==> src/rtl/rhcc_pkg.sv <==
package rhcc_pkg;

  // Record header layout
  localparam int HEADER_BYTES = 20;
  localparam int HDR_CNT_W    = $clog2(HEADER_BYTES + 1);

  // CRC-16, poly 0x1021, init 0, MSB first, final xor 0xFFFF
  localparam logic [15:0] CRC_POLY   = 16'h1021;
  localparam logic [15:0] CRC_INIT   = 16'h0000;
  localparam logic [15:0] CRC_XOROUT = 16'hFFFF;
  localparam logic [7:0]  ERASED_BYTE = 8'hFF;

  // Result status codes
  localparam logic [2:0] ST_OK          = 3'd0;
  localparam logic [2:0] ST_EMPTY       = 3'd1;
  localparam logic [2:0] ST_HDR_CRC_BAD = 3'd2;
  localparam logic [2:0] ST_LEN_OVER    = 3'd3;
  localparam logic [2:0] ST_CONTENT_BAD = 3'd4;

  localparam int IN_TDATA_W  = 8;
  localparam int IN_TUSER_W  = 2;
  localparam int RESULT_W    = 3 + 4 * 32 + 16;
  localparam int OUT_TDATA_W = ((RESULT_W + 7) / 8) * 8;

  // One input request
  typedef struct packed {
    logic [7:0] data_byte;
    logic       record_start;
    logic       with_content;
  } item_t;

  // Input register contents handed to the checker core
  typedef struct packed {
    logic  valid;
    item_t item;
  } stage_t;

  // One result; status sits in the low bits once packed
  typedef struct packed {
    logic [15:0] content_crc;
    logic [31:0] next_offset;
    logic [31:0] content_length;
    logic [31:0] slot_size;
    logic [31:0] record_id;
    logic [2:0]  status;
  } result_t;

  // Core to result register
  typedef struct packed {
    logic    emit;
    result_t res;
  } emit_t;

  // Advance the CRC by one byte, bit by bit
  function automatic logic [15:0] crc_byte(input logic [15:0] crc, input logic [7:0] b);
    logic [15:0] c;
    c = crc ^ {b, 8'h00};
    for (int i = 0; i < 8; i++) begin
      if (c[15]) begin
        c = {c[14:0], 1'b0} ^ CRC_POLY;
      end else begin
        c = {c[14:0], 1'b0};
      end
    end
    return c;
  endfunction

endpackage

==> src/rtl/rhcc_core.sv <==
module rhcc_core (
  input  logic             clk,
  input  logic             rst_n,
  input  rhcc_pkg::stage_t s1,
  input  logic             out_free,
  output logic             take,
  output rhcc_pkg::emit_t  em
);
  import rhcc_pkg::*;

  localparam logic [1:0] PH_IDLE    = 2'd0;
  localparam logic [1:0] PH_HEADER  = 2'd1;
  localparam logic [1:0] PH_CONTENT = 2'd2;

  localparam logic [HDR_CNT_W-1:0] HDR_LAST = HDR_CNT_W'(HEADER_BYTES - 1);
  localparam logic [HDR_CNT_W-1:0] CRC_SPAN = HDR_CNT_W'(HEADER_BYTES - 2);

  logic [1:0]           phase_r, phase_nxt;
  logic [HDR_CNT_W-1:0] count_r, count_nxt;
  logic                 erased_r, erased_nxt;
  logic [15:0]          crc_r, crc_nxt;
  logic [31:0]          remain_r, remain_nxt;
  logic                 wanted_r, wanted_nxt;
  logic [7:0]           hdr_r [HEADER_BYTES];

  logic [1:0]           ph;
  logic [HDR_CNT_W-1:0] cnt;
  logic                 ers;
  logic [15:0]          crc;
  logic                 want;
  logic [7:0]           b;
  logic                 hdr_wr;
  logic [15:0]          crc_step;
  logic [15:0]          hdr_crc;
  result_t              fields;

  assign take = s1.valid && out_free;
  assign b    = s1.item.data_byte;

  // Decode header fields from the store, little endian
  assign fields.record_id      = {hdr_r[3],  hdr_r[2],  hdr_r[1],  hdr_r[0]};
  assign fields.slot_size      = {hdr_r[7],  hdr_r[6],  hdr_r[5],  hdr_r[4]};
  assign fields.content_length = {hdr_r[11], hdr_r[10], hdr_r[9],  hdr_r[8]};
  assign fields.next_offset    = {hdr_r[15], hdr_r[14], hdr_r[13], hdr_r[12]};
  assign fields.content_crc    = {hdr_r[17], hdr_r[16]};
  assign fields.status         = ST_OK;

  // Header CRC: low byte already stored, high byte is the current one
  assign hdr_crc = {b, hdr_r[HEADER_BYTES-2]};

  // A record start restarts the context before the byte is used
  always_comb begin
    ph   = s1.item.record_start ? PH_HEADER : phase_r;
    cnt  = s1.item.record_start ? '0 : count_r;
    ers  = s1.item.record_start ? 1'b1 : erased_r;
    crc  = s1.item.record_start ? CRC_INIT : crc_r;
    want = s1.item.record_start ? s1.item.with_content : wanted_r;
  end

  assign crc_step = crc_byte(crc, b);

  // Advance the record state and decide on a result
  always_comb begin
    phase_nxt  = phase_r;
    count_nxt  = count_r;
    erased_nxt = erased_r;
    crc_nxt    = crc_r;
    remain_nxt = remain_r;
    wanted_nxt = wanted_r;
    hdr_wr     = 1'b0;
    em.emit    = 1'b0;
    em.res     = fields;
    if (take) begin
      count_nxt  = cnt;
      erased_nxt = ers;
      crc_nxt    = crc;
      wanted_nxt = want;
      if (s1.item.record_start) begin
        remain_nxt = '0;
      end
      case (ph)
        PH_HEADER: begin
          hdr_wr     = 1'b1;
          phase_nxt  = PH_HEADER;
          erased_nxt = ers && (b == ERASED_BYTE);
          if (cnt < CRC_SPAN) begin
            crc_nxt = crc_step;
          end
          count_nxt = cnt + 1'b1;
          if (cnt == HDR_LAST) begin
            if (erased_nxt) begin
              em.res.status = ST_EMPTY;
            end else if ((crc ^ CRC_XOROUT) != hdr_crc) begin
              em.res.status = ST_HDR_CRC_BAD;
            end else if (fields.content_length > fields.slot_size) begin
              em.res.status = ST_LEN_OVER;
            end
            if (em.res.status != ST_OK || !want) begin
              phase_nxt = PH_IDLE;
              em.emit   = 1'b1;
            end else begin
              remain_nxt = fields.content_length;
              crc_nxt    = CRC_INIT;
              if (fields.content_length == '0) begin
                phase_nxt     = PH_IDLE;
                em.emit       = 1'b1;
                em.res.status = (fields.content_crc == (CRC_INIT ^ CRC_XOROUT)) ?
                                ST_OK : ST_CONTENT_BAD;
              end else begin
                phase_nxt = PH_CONTENT;
              end
            end
          end
        end
        PH_CONTENT: begin
          crc_nxt    = crc_step;
          remain_nxt = remain_r - 32'd1;
          if (remain_r == 32'd1) begin
            phase_nxt     = PH_IDLE;
            em.emit       = 1'b1;
            em.res.status = ((crc_step ^ CRC_XOROUT) == fields.content_crc) ?
                            ST_OK : ST_CONTENT_BAD;
          end
        end
        default: begin
          phase_nxt = PH_IDLE;
        end
      endcase
    end
  end

  always_ff @(posedge clk) begin
    if (!rst_n) begin
      phase_r  <= PH_IDLE;
      count_r  <= '0;
      erased_r <= 1'b1;
      crc_r    <= CRC_INIT;
      remain_r <= '0;
      wanted_r <= 1'b0;
    end else begin
      phase_r  <= phase_nxt;
      count_r  <= count_nxt;
      erased_r <= erased_nxt;
      crc_r    <= crc_nxt;
      remain_r <= remain_nxt;
      wanted_r <= wanted_nxt;
    end
  end

  // Capture header bytes in arrival order
  always_ff @(posedge clk) begin
    if (hdr_wr) begin
      hdr_r[cnt] <= b;
    end
  end

endmodule

==> config.mk <==
export PLATFORM = sky130hd
export DESIGN_NAME = rhcc_core
export DESIGN_NICKNAME = d
export VERILOG_FILES = /design/src/rtl/rhcc_pkg.sv /design/src/rtl/rhcc_core.sv
export SDC_FILE = /design/constraint.sdc
export NUM_CORES = 1
export LEC_CHECK = 0
export BUFFER_PORTS_ARGS = -buffer_cell sky130_fd_sc_hd__buf_2
export CAP_MARGIN = 20
export CELL_PAD_IN_SITES_DETAIL_PLACEMENT = 2
export CELL_PAD_IN_SITES_GLOBAL_PLACEMENT = 2
export CORE_MARGIN = 2
export CORE_UTILIZATION = 33
export DETAILED_ROUTE_END_ITERATION = 6
export PLACE_DENSITY_LB_ADDON = 0.1
export SLEW_MARGIN = 20
export SYNTH_ARGS = -nofsm -noshare
export SYNTH_HDL_FRONTEND = slang
export SYNTH_SLANG_ARGS = --single-unit
==> constraint.sdc <==
create_clock -name clk -period 3.9 [get_ports clk]
set_clock_uncertainty 0.1 [all_clocks]
set_input_delay 0.585 -clock clk [delete_from_list [all_inputs] [get_ports clk]]
set_output_delay 0.585 -clock clk [all_outputs]
set_load 0.02 [all_outputs]
Yosys cells after proc, flatten, opt, wreduce, memory -nomap -nowiden --
Memory sizes are Yosys's and may differ from the RTL's. Cells that the tools add are included.
Storage, ports and cells: memory bits (read-only) 0, memories 1, latch bits 0, bits in writable memories 160, input port bits 14, word-level logic and storage cells 90, bits in registers 57, output and inout port bits 149
Memory list:
- hdr_r | depth 20, bits a word 8, read ports 19, clocked after memory_dff 0, wr ports 1, line rhcc_core.sv:24 | logic [7:0] hdr_r [HEADER_BYTES];
Cells by class: bitwise operators 11, shift operators 0, eq/ne operators 9, muxes and demuxes 52, magnitude comparators 2, multiply operators 0, div/mod/pow operators 0, reductions and logical operators 7, add/sub/neg operators 2
Operator list (count):
- 13-bit two-way mux | 8
- 32-bit two-way mux | 3
- 16-bit two-way mux | 4
- 32-bit one-hot mux with 2 select lines | 1
- 32-bit by 1-bit == test with 1-bit output (second input constant) | 1
- 32-bit > comparator | 1
- 32-bit logical NOT | 1
- 16-bit NOT | 2
- 16-bit one-hot mux with 2 select lines | 1
- 32-bit by 1-bit subtractor with 32-bit output (second input constant) | 1
- 3-bit two-way mux | 10
- 3-bit NOT | 8
- 16-bit == test | 1
- 16-bit == test (second input constant) | 1
- 2-bit two-way mux | 8
- 16-bit inequality test | 1
- 16-bit bitwise XOR | 1
- 1-bit two-way mux | 12
- 5-bit two-way mux | 2
- 8-bit == test (second input constant) | 1
- 3-bit one-hot mux with 2 select lines | 1
- 5-bit by 1-bit adder with 5-bit output (second input constant) | 1
- 5-bit == test (second input constant) | 1
- 5-bit less-than comparator (second input constant) | 1
- other kinds (10) | 11

Logic depth before layout (Yosys ltp) --
depth after elaboration 24, gate-level depth with buffers 17, depth with buffers taken out 11

Worst setup path before layout --
Ideal clock, no wire load.
path kind input to output, from input s1[1] in the netlist's numbering, to output em[2] in the netlist's numbering, required time 3.215 ns, stages on the path 13, setup slack -0.305 ns, data arrival time 3.520 ns, cells stage by stage buf_6 buf_2 buf_1 clkbuf_1 buf_1 or2_2 ha_1 clkbuf_1 nor2_1 nand2_1 clkbuf_1 or2_2 o21ai_0
RTL lines:
- start: declaration | line rhcc_core.sv:4 | input rhcc_pkg::stage_t s1,
- end: declaration | line rhcc_core.sv:7 | output rhcc_pkg::emit_t em

==> flow_summary.yaml <==
run_status:
  status: "finished, violations left"
  violations: "setup timing"
synth:
  ys_async_sr_fraction_pct: 0
  synth.most_common_cell: "edfxtp_1"
  synth_area_leader_cell: "edfxtp_1"
  synth_top_area_share_pct: 43.2
  seq_area_frac_synth_pct: 54.0
  synth.area.top_cells: "edfxtp_1, dfxtp_1, ha_1"
  syn_inst: 1012
  synth_commonest_cells: "edfxtp_1, a21oi_1, nor2_1"
  synth_cell_types: 71
  avgSynthCellArea_um2: 10.4
  synth_flop_cell: "edfxtp_1"
  synth-seq-cells: 209
  syn_nets: 1066
  synth_area_mm2: 0.0106
  yosys_warnings: 0
  synth-edff-count: 152
job:
  cap_violations: 0
placed_design:
  finalWeightedCongestion: 0.872
  place_ws_ps: 60.3
  dp_cells: 1601
  port_buffers: 162
  dpl.hpwl_um: 30600
power:
  power_density_mw_per_mm2: 390
  totalPowerFinal_uw: 5290
  peakVddDrop_mv: 0.383
  p_leak_uw: 0.00512
sta:
  finalCritPeriodShare_pct: 101
  max_freq_ghz: 0.255
  worst_slack_ps: -20.8
  setup_viol: 2
  finalHoldViolCount: 0
  fin_crit_ps: 3920
  grt_setup_unrepaired: "true"
  relSlewSlack_pct: 35.9
  tns_ps: -39.0
  tightest_slew_ps: 951
  drv_slew: 0
global_route:
  grt_pass1_vias: 9760
  gr-max-usage-layer: "met2"
  met2_usage_pct: 41.4
  groute.usage.overall_pct: 25.3
  grt_pass1_wl_um: 63800
  gr-total-overflow: 0
  grt_util_met3_pct: 3.87
  met1_usage_pct: 36.0
  grt_max_degree: 42
  antenna_found_initial: 1
setup_path:
  arrival_ps: 3240
  cp-end-kind: "primary output"
  start_kind: "register"
  crit_required_ps: 3210
  path_class: "register to primary output"
  cp_max_fo: 3
cts:
  cts_root_buf: "clkbuf_16"
  cts_hold_buf: 0
  cts.clk_slew.worst_paths_ps: 60
  cts.sinks: 209
  htreeDepth: 1
  cts_made_buffers: 25
  clk_path_buf_depth: 3
  cts_tree: "built"
  clk_latency_ps: 550
cells_and_area:
  drive_above_1_share_pct: 28.6
  fin_cells: 1673
  nets: 1307
  antenna-diode-count: 0
  syn_to_final_growth_pct: 28.4
  fin_util_pct: 43.0
routing:
  final_antenna_net_count: 0
  drt_iter0_drc: 539
  vias: 9233
  drc: 0
  firstDrtPassIters: 4
  wirelength_um: 43100
  post_drt_wl_per_cell_um: 25.7
  routed_via_density: 5.52
min_path:
  hold_path.class: "primary input to register"
floorplan:
  rows: 65
  dieHeight_um: 183
  die_w_um: 183
  design.die.area_mm2: 0.0334
  io_pins: 163
  core-area_mm2: 0.0316
  start_util_pct: 33.5
==> what timing repair did <==
action,in CTS,in global routing
setup endpoints to repair,4,3
resized for setup,20,24
pin swaps,14,13
buffers inserted,15,13
==> metrics by stage <==
stage	cell area [µm²]	hold slack, ps
2_1_floorplan	10600	332
6_report	13600	226
3_3_place_gp	12200	348
3_5_place_dp	12200	363
4_1_cts	13300	213
5_1_grt	13600	235
==> worst paths after layout <==
check / from / slack [ps] / depth (start not counted) / endpoint
worst max-delay path: hdr_r[9][6] / -20 / 10 / em[2]
worst min-delay path: s1[0] / 230 / 3 / wanted_r
worst max register to register: hdr_r[9][6] / 290 / 11 / crc_r[0]
worst min register to register: wanted_r / 360 / 2 / wanted_r
==> critical path: stages, from the launching register on <==
cell and delay [ps]:
edfxtp_1 450, ha_4 320, nand4_1 260, nor4_4 410, nand2b_4 200, a31oi_2 60, or4b_4 540, nor2_4 150
nand3_2 90, o21ai_2 90, buf_6 130
==> flip-flops by register name (all words and copies together), names as in the netlist <==
signal / cells
crc_r: 16
wanted_r: 1
remain_r: 32
erased_r: 1
hdr_r: 152
count_r: 5
phase_r: 2
==> cell usage in the layout, fill, tap and decap left out, types with 7 or more instances in the layout <==
master / n
buf_2: 160
xnor2_1: 36
edfxtp_1: 152
o22ai_1: 29
ha_4: 7
nor3b_1: 19
o21ai_0: 67
nand2_1: 75
a31oi_1: 9
a22oi_1: 10
ha_1: 33
nor4_1: 16
nor3_1: 28
nand4_1: 21
xor2_1: 16
a21oi_1: 89
nor2_1: 78
and2_1: 7
dfxtp_1: 52
nand3_1: 16
clkbuf_16: 25
nor2b_1: 11
inv_1: 51
buf_4: 102
==> where the power goes <==
part           total [µW]  internal [µW]  leakage, µW  switching, µW
clock network        2520           1520     0.000420           1000
registers            2410           2390      0.00183           18.4
logic                 363            122      0.00287            241
==> layer usage <==
| layer | part of all wire (%) | vias up |
|---|---|---|
| li1 | - | 4253 |
| met1 | 47 | 4711 |
| met2 | 47 | 223 |
| met3 | 4.8 | 46 |
| met4 | 2.0 | 0 |
| met5 | 0 | - |
==> area by class of cell <==
cell class	count	area, µm²
fill	3346	18000
sequential	209	5710
multi-input combinational	697	4650
timing repair buffer	266	1620
clock buffer	29	641
tap	402	503
clock inverter	16	225
inverter	54	203
==> cell families after synthesis <==
group,Yosys count,share of synthesized area [%]
compound gates,267,15.3
xor+xnor,55,4.56
fa+ha+maj,40,4.74
buf+inv,106,4.08
flops,209,54.0
mux,5,0.521
simple gates,330,16.8
Note: power is estimated with default switching activity, not from simulation.
